[config.mk]
export PLATFORM = sky130hd
export DESIGN_NAME = tovn_post
export DESIGN_NICKNAME = d
export VERILOG_FILES = /design/src/rtl/tovn_pkg.sv /design/src/rtl/tovn_post.sv
export SDC_FILE = /design/constraint.sdc
export NUM_CORES = 1
export LEC_CHECK = 0
export BUFFER_PORTS_ARGS = -buffer_cell sky130_fd_sc_hd__buf_2
export CAP_MARGIN = 30
export CORE_MARGIN = 5
export CORE_UTILIZATION = 25
export DETAILED_ROUTE_END_ITERATION = 8
export SLEW_MARGIN = 20
export SYNTH_ARGS = -nofsm -noshare
export SYNTH_HDL_FRONTEND = slang
export SYNTH_SLANG_ARGS = --single-unit
[constraint.sdc]
create_clock -name clock -period 6.8 [get_ports clock]
set_input_delay 0.68 -clock clock [delete_from_list [all_inputs] [get_ports clock]]
set_output_delay 0.68 -clock clock [all_outputs]
set_load 0.1 [all_outputs]
[src/rtl/tovn_pkg.sv]
`timescale 1ns / 1ps

package tovn_pkg;

   // Default sizes of the coordinate ports and of the internal fraction
   localparam int DEF_COORD_BITS = 16;
   localparam int DEF_FRAC_BITS  = 16;

   // Fixed field widths
   localparam int SCALE_W = 17;
   localparam int SEED_W  = 32;
   localparam int OUT_W   = 16;

   // Corner hash constants
   localparam logic [31:0] HASH_MULT_X     = 32'd374761393;
   localparam logic [31:0] HASH_MULT_Y     = 32'd668265263;
   localparam logic [31:0] SEED_MULT       = 32'd362437;
   localparam logic [31:0] HASH_MIX        = 32'd1274126177;
   localparam logic [23:0] CORNER_DIV      = 24'hffffff;
   localparam logic [31:0] COARSE_SEED_OFS = 32'd17;

   // Register reset values
   localparam logic [SEED_W-1:0]  SEED_RST        = '0;
   localparam logic [SCALE_W-1:0] INV_FINE_RST    = 17'd8192;
   localparam logic [SCALE_W-1:0] INV_COARSE_RST  = 17'd3413;
   localparam logic               CONTRAST_RST    = 1'b0;

   // Register stages through one octave
   localparam int OCT_LAT = 10;

   // Register map
   typedef enum logic [1:0] {
      REG_SEED       = 2'd0,
      REG_INV_FINE   = 2'd1,
      REG_INV_COARSE = 2'd2,
      REG_CONTRAST   = 2'd3
   } reg_index_type;

endpackage

[src/rtl/tovn_post.sv]
`timescale 1ns / 1ps

module tovn_post
   import tovn_pkg::*;
#(
   parameter int FRAC_BITS = DEF_FRAC_BITS
) (
   input  logic               clock,
   input  logic               reset,
   input  logic               in_valid,
   input  logic [FRAC_BITS:0] fine_value,
   input  logic [FRAC_BITS:0] coarse_value,
   input  logic               contrast_enable,
   output logic               out_valid,
   output logic [OUT_W-1:0]   noise_value
);

   localparam int F       = FRAC_BITS;
   localparam int MW      = F + 1;
   localparam int SW      = F + 10;
   localparam int YW      = F + 6;
   localparam int RW      = F + 2;
   localparam int EW      = F + 18;
   localparam int UP_SH   = (F > 16) ? F - 16 : 0;
   localparam int DN_SH   = (F < 16) ? 16 - F : 0;
   localparam int POST_LAT = 5;

   localparam logic [MW-1:0] ONE_F    = MW'(1) << F;
   localparam logic [SW-1:0] K85      = SW'(85) << F;
   localparam logic [RW-1:0] RECIP_25 = RW'((64'd1 << YW) / 64'd25);
   localparam logic [EW-1:0] HALF_UP  = (EW'(1) << UP_SH) >> 1;

   // valid bits through the five stages
   logic [POST_LAT-1:0] vld_ff;

   always_ff @(posedge clock) begin
      if (reset) begin
         vld_ff <= '0;
      end else begin
         vld_ff <= {vld_ff[POST_LAT-2:0], in_valid};
      end
   end

   // mix 3/4 fine + 1/4 coarse
   logic [F+2:0]  msum;
   logic [MW-1:0] m_ff;

   assign msum = (F + 3)'({fine_value, 1'b0}) + (F + 3)'(fine_value)
               + (F + 3)'(coarse_value) + (F + 3)'(2);

   always_ff @(posedge clock) begin
      m_ff <= msum[F+2:2];
   end

   // contrast: 370*t - 85*ONE, rounding offset, drop three bits of the /200
   logic [SW-1:0] p370;
   logic [SW-1:0] ysum;
   logic          zero_in, zero12_ff;
   logic [YW-1:0] y12_ff;
   logic [MW-1:0] m12_ff;

   assign p370    = SW'(m_ff) * SW'(370);
   assign zero_in = p370 <= K85;
   assign ysum    = p370 - K85 + SW'(100);

   always_ff @(posedge clock) begin
      y12_ff    <= ysum[YW+2:3];
      zero12_ff <= zero_in;
      m12_ff    <= m_ff;
   end

   // divide by 25 through the reciprocal
   logic [YW+RW-1:0] yr;
   logic [RW-1:0]    q0_ff;
   logic [YW-1:0]    y13_ff;
   logic             zero13_ff;
   logic [MW-1:0]    m13_ff;

   assign yr = y12_ff * RECIP_25;

   always_ff @(posedge clock) begin
      q0_ff     <= yr[YW+RW-1:YW];
      y13_ff    <= y12_ff;
      zero13_ff <= zero12_ff;
      m13_ff    <= m12_ff;
   end

   // reciprocal correction, clamp to one, bypass when contrast is off
   logic [YW-1:0] rem;
   logic [RW-1:0] qc;
   logic [MW-1:0] qv;
   logic [MW-1:0] val_in, val_ff;

   assign rem = y13_ff - YW'(q0_ff) * YW'(25);
   assign qc  = q0_ff + RW'(rem >= YW'(25));
   assign qv  = (qc > RW'(ONE_F)) ? ONE_F : qc[MW-1:0];

   always_comb begin
      if (!contrast_enable) begin
         val_in = m13_ff;
      end else if (zero13_ff) begin
         val_in = '0;
      end else begin
         val_in = qv;
      end
   end

   always_ff @(posedge clock) begin
      val_ff <= val_in;
   end

   // resize to 16 fraction bits and saturate
   logic [EW-1:0]    ow;
   logic [OUT_W-1:0] out_in, out_ff;

   assign ow     = ((EW'(val_ff) << DN_SH) + HALF_UP) >> UP_SH;
   assign out_in = (ow > EW'({OUT_W{1'b1}})) ? {OUT_W{1'b1}} : ow[OUT_W-1:0];

   always_ff @(posedge clock) begin
      out_ff <= out_in;
   end

   assign out_valid   = vld_ff[POST_LAT-1];
   assign noise_value = out_ff;

endmodule

==> metrics.yaml <==
grt_usage: 0.106
hold-path-cell-count: 0
layout_worst_path_cycle_share: 0.953
max_slew.worst_pin.slew_ps: 829
diodes: 0
fillCellCount: 7135
rrSetupSlack_ps: 320
area_growth_pct: 12.7
clock_skew_ps: 13.4
synth_edf_count: 0
overflow: 0
crit_path_start_kind: "flop"
post-route-drc-count: 0
postSynthCellCount: 1708
run_status: "finished clean"
drt-initial-drc-count: 571
finalSetupViolCount: 0
area.sequential_sq_um: 3060
yosys_most_used_dff: "sky130_fd_sc_hd__dfxtp_1"
number_of_global_route_vias_before_repair: 12973
timing.reg2reg.worst_path_depth: 28
min_path_type: "reg -> reg"
timing_worst_setup_path_type: "reg -> reg"
report.final.hold_viol_count: 0
slew_violations: 0
final_nets: 2414
ys_types: 78
port-buffer-count: 54
worst_r2r_endpoint: "val_ff[8]"
coreArea_sq_um: 68800
timing.max_slew.rel_slack: 0.443
synth_top_cell_area_share: 0.271
route.detailed.vias_per_inst: 4.31
die_height_um: 274
library_cell_with_the_largest_summed_area_after_synthesis: "sky130_fd_sc_hd__fa_1"
worst-endpoint-arrival_ps: 6830
dp.final_hpwl_um: 33000
layout_setup_ws_ps: 317
fmaxAchievable_ghz: 0.154
final_wirelength_um: 38400
final_layout_size_suffix_gt1_frac: 0.0874
clock_latency_ps: 430
max-clock-path-buffers: 2
critPathRequiredTime_ps: 7150
ys_ff_latch: 153
finalCoreUtilization: 0.285
worst_path_max_delay_cell: "sky130_fd_sc_hd__fa_1"
critPathMaxFanout: 16
post-place-cells: 2705
cts_made_buffers: 17
ant_nets: 0
die_width_um: 274
drv.max_cap_violation_count: 0
wire_length_of_the_first_global_routing_pass_um: 65200
die_ar_sq_um: 75000
synth_area_leaders: "sky130_fd_sc_hd__fa_1 27%, sky130_fd_sc_hd__ha_1 25%, sky130_fd_sc_hd__dfxtp_1 18%"
ctsHtreeMaxLevel: 4
yosys_warnings: 0
async_flop_share: 0
finalCriticalPeriod_ps: 6480
multiInputGateArea_sq_um: 12900
grt_start_max_net_pins: 19
cts_tree: "yes"
antenna_found_initial: 1
post-place-ws_ps: 28.9
timing.hold.worst.start: "m12_ff[1]"
synth.yosys.seq_area_share: 0.176
worstSetupEndpointType: "flop"
most_frequent_cells_in_the_layout: "385 x sky130_fd_sc_hd__inv_1, 346 x sky130_fd_sc_hd__ha_1, 236 x sky130_fd_sc_hd__fa_1"
hold_end: "m13_ff[1]"
drt_pass1_iterations: 7
cts_num_sinks: 153
post_layout_nonfiller_instances: 2738
post_synth_instance_area_sq_um: 17400
critical-path-max-stage-delay_ps: 540
initial_core_util: 0.253
cell_rows: 96
mostFrequentLayoutCell: "sky130_fd_sc_hd__inv_1"
gpl.final_weighted_congestion: 0.892
clk_transition_reported_paths_ps: 70
syn_area_per_cell_sq_um: 10.2
mappedNetlistNets: 2328
r2r-start: "q0_ff[2]"
num_io_pins: 55
via_count: 11805
tns_ps: 0
cts.root.buffer_cell: "sky130_fd_sc_hd__clkbuf_16"
route.detailed.wl_per_inst_um: 14.0
## flip-flops by register name, indices dropped and copies added, names as in the netlist
name         flops
m13_ff          17
y12_ff          22
m12_ff          17
val_ff          17
zero13_ff        1
m_ff            17
q0_ff           18
noise_value     16
zero12_ff        1
vld_ff           5
y13_ff          22
## timing repair
action	CTS	global route
setup buffers	0	1
hold buffers	0	0
pin swaps	0	2
gates resized for setup	1	9
setup endpoints to repair	5	18
## worst max-delay path by stage
stage / startpoint / endpoint / cells after the start
after floorplan: q0_ff[2] / val_ff[10] / 27
after global placement: q0_ff[2] / val_ff[4] / 27
after detailed placement: q0_ff[2] / val_ff[10] / 27
after CTS: q0_ff[2] / val_ff[10] / 27
after global routing: q0_ff[2] / val_ff[10] / 28
final: q0_ff[2] / val_ff[8] / 28
## cell families after synthesis
kind of cell / Yosys count / synth area share
compound gates: 235 / 0.0963
fa+ha+maj: 582 / 0.520
simple gates: 256 / 0.0764
buf+inv: 392 / 0.0848
xor+xnor: 85 / 0.0432
mux: 5 / 0.00309
flops: 153 / 0.176
## layout make-up
class                           instances  share of cell area
Timing Repair Buffer                   74              0.0214
Sequential cell                       153               0.156
Clock inverter                         15             0.00919
Tap cell                              931              0.0594
Inverter                              385              0.0737
Clock buffer                           17              0.0217
Multi-Input combinational cell       1163               0.658
## stage by stage
stage                     area, sq um  hold WS, ps
final                           19600          326
after global routing            19600          333
after CTS                       19600          326
after detailed placement        19000          312
after global placement          19000          315
after floorplan                 17400          310
## layer usage
metal	wire length, um	global-route usage	vias to the layer above
li1	-	-	5784
met1	17900	0.141	5786
met2	18700	0.182	187
met3	1070	0.0150	46
met4	793	0.0248	2
met5	12	0	-
## cell usage after synthesis (all sizes together), types with 5 or more instances
cell type,instances
xnor2,46
nand3,22
nor2b,15
a21oi,52
inv,385
a21o,25
o211ai,6
or2,22
xor2,39
a21boi,10
nor2,57
dfxtp,153
o21ai,32
nor3b,6
and3,7
a31oi,7
nand4,14
or3,9
o21a,13
ha,346
o22ai,20
o2111ai,5
nand2b,7
nand2,53
a211oi,10
fa,236
nor3,22
a2111oi,5
o21bai,9
clkbuf,6
## critical path, delay by kind of cell, from the launching register on
family	cells	cell delay [ps]
compound gates	7	1420
xor+xnor	1	160
fa+ha+maj	6	2310
buf+inv	4	370
flops	1	390
simple gates	10	1750
Power is left out: the tool's default activity adds up to more than one toggle a clock period on the data nets, which glitch-free logic cannot reach.
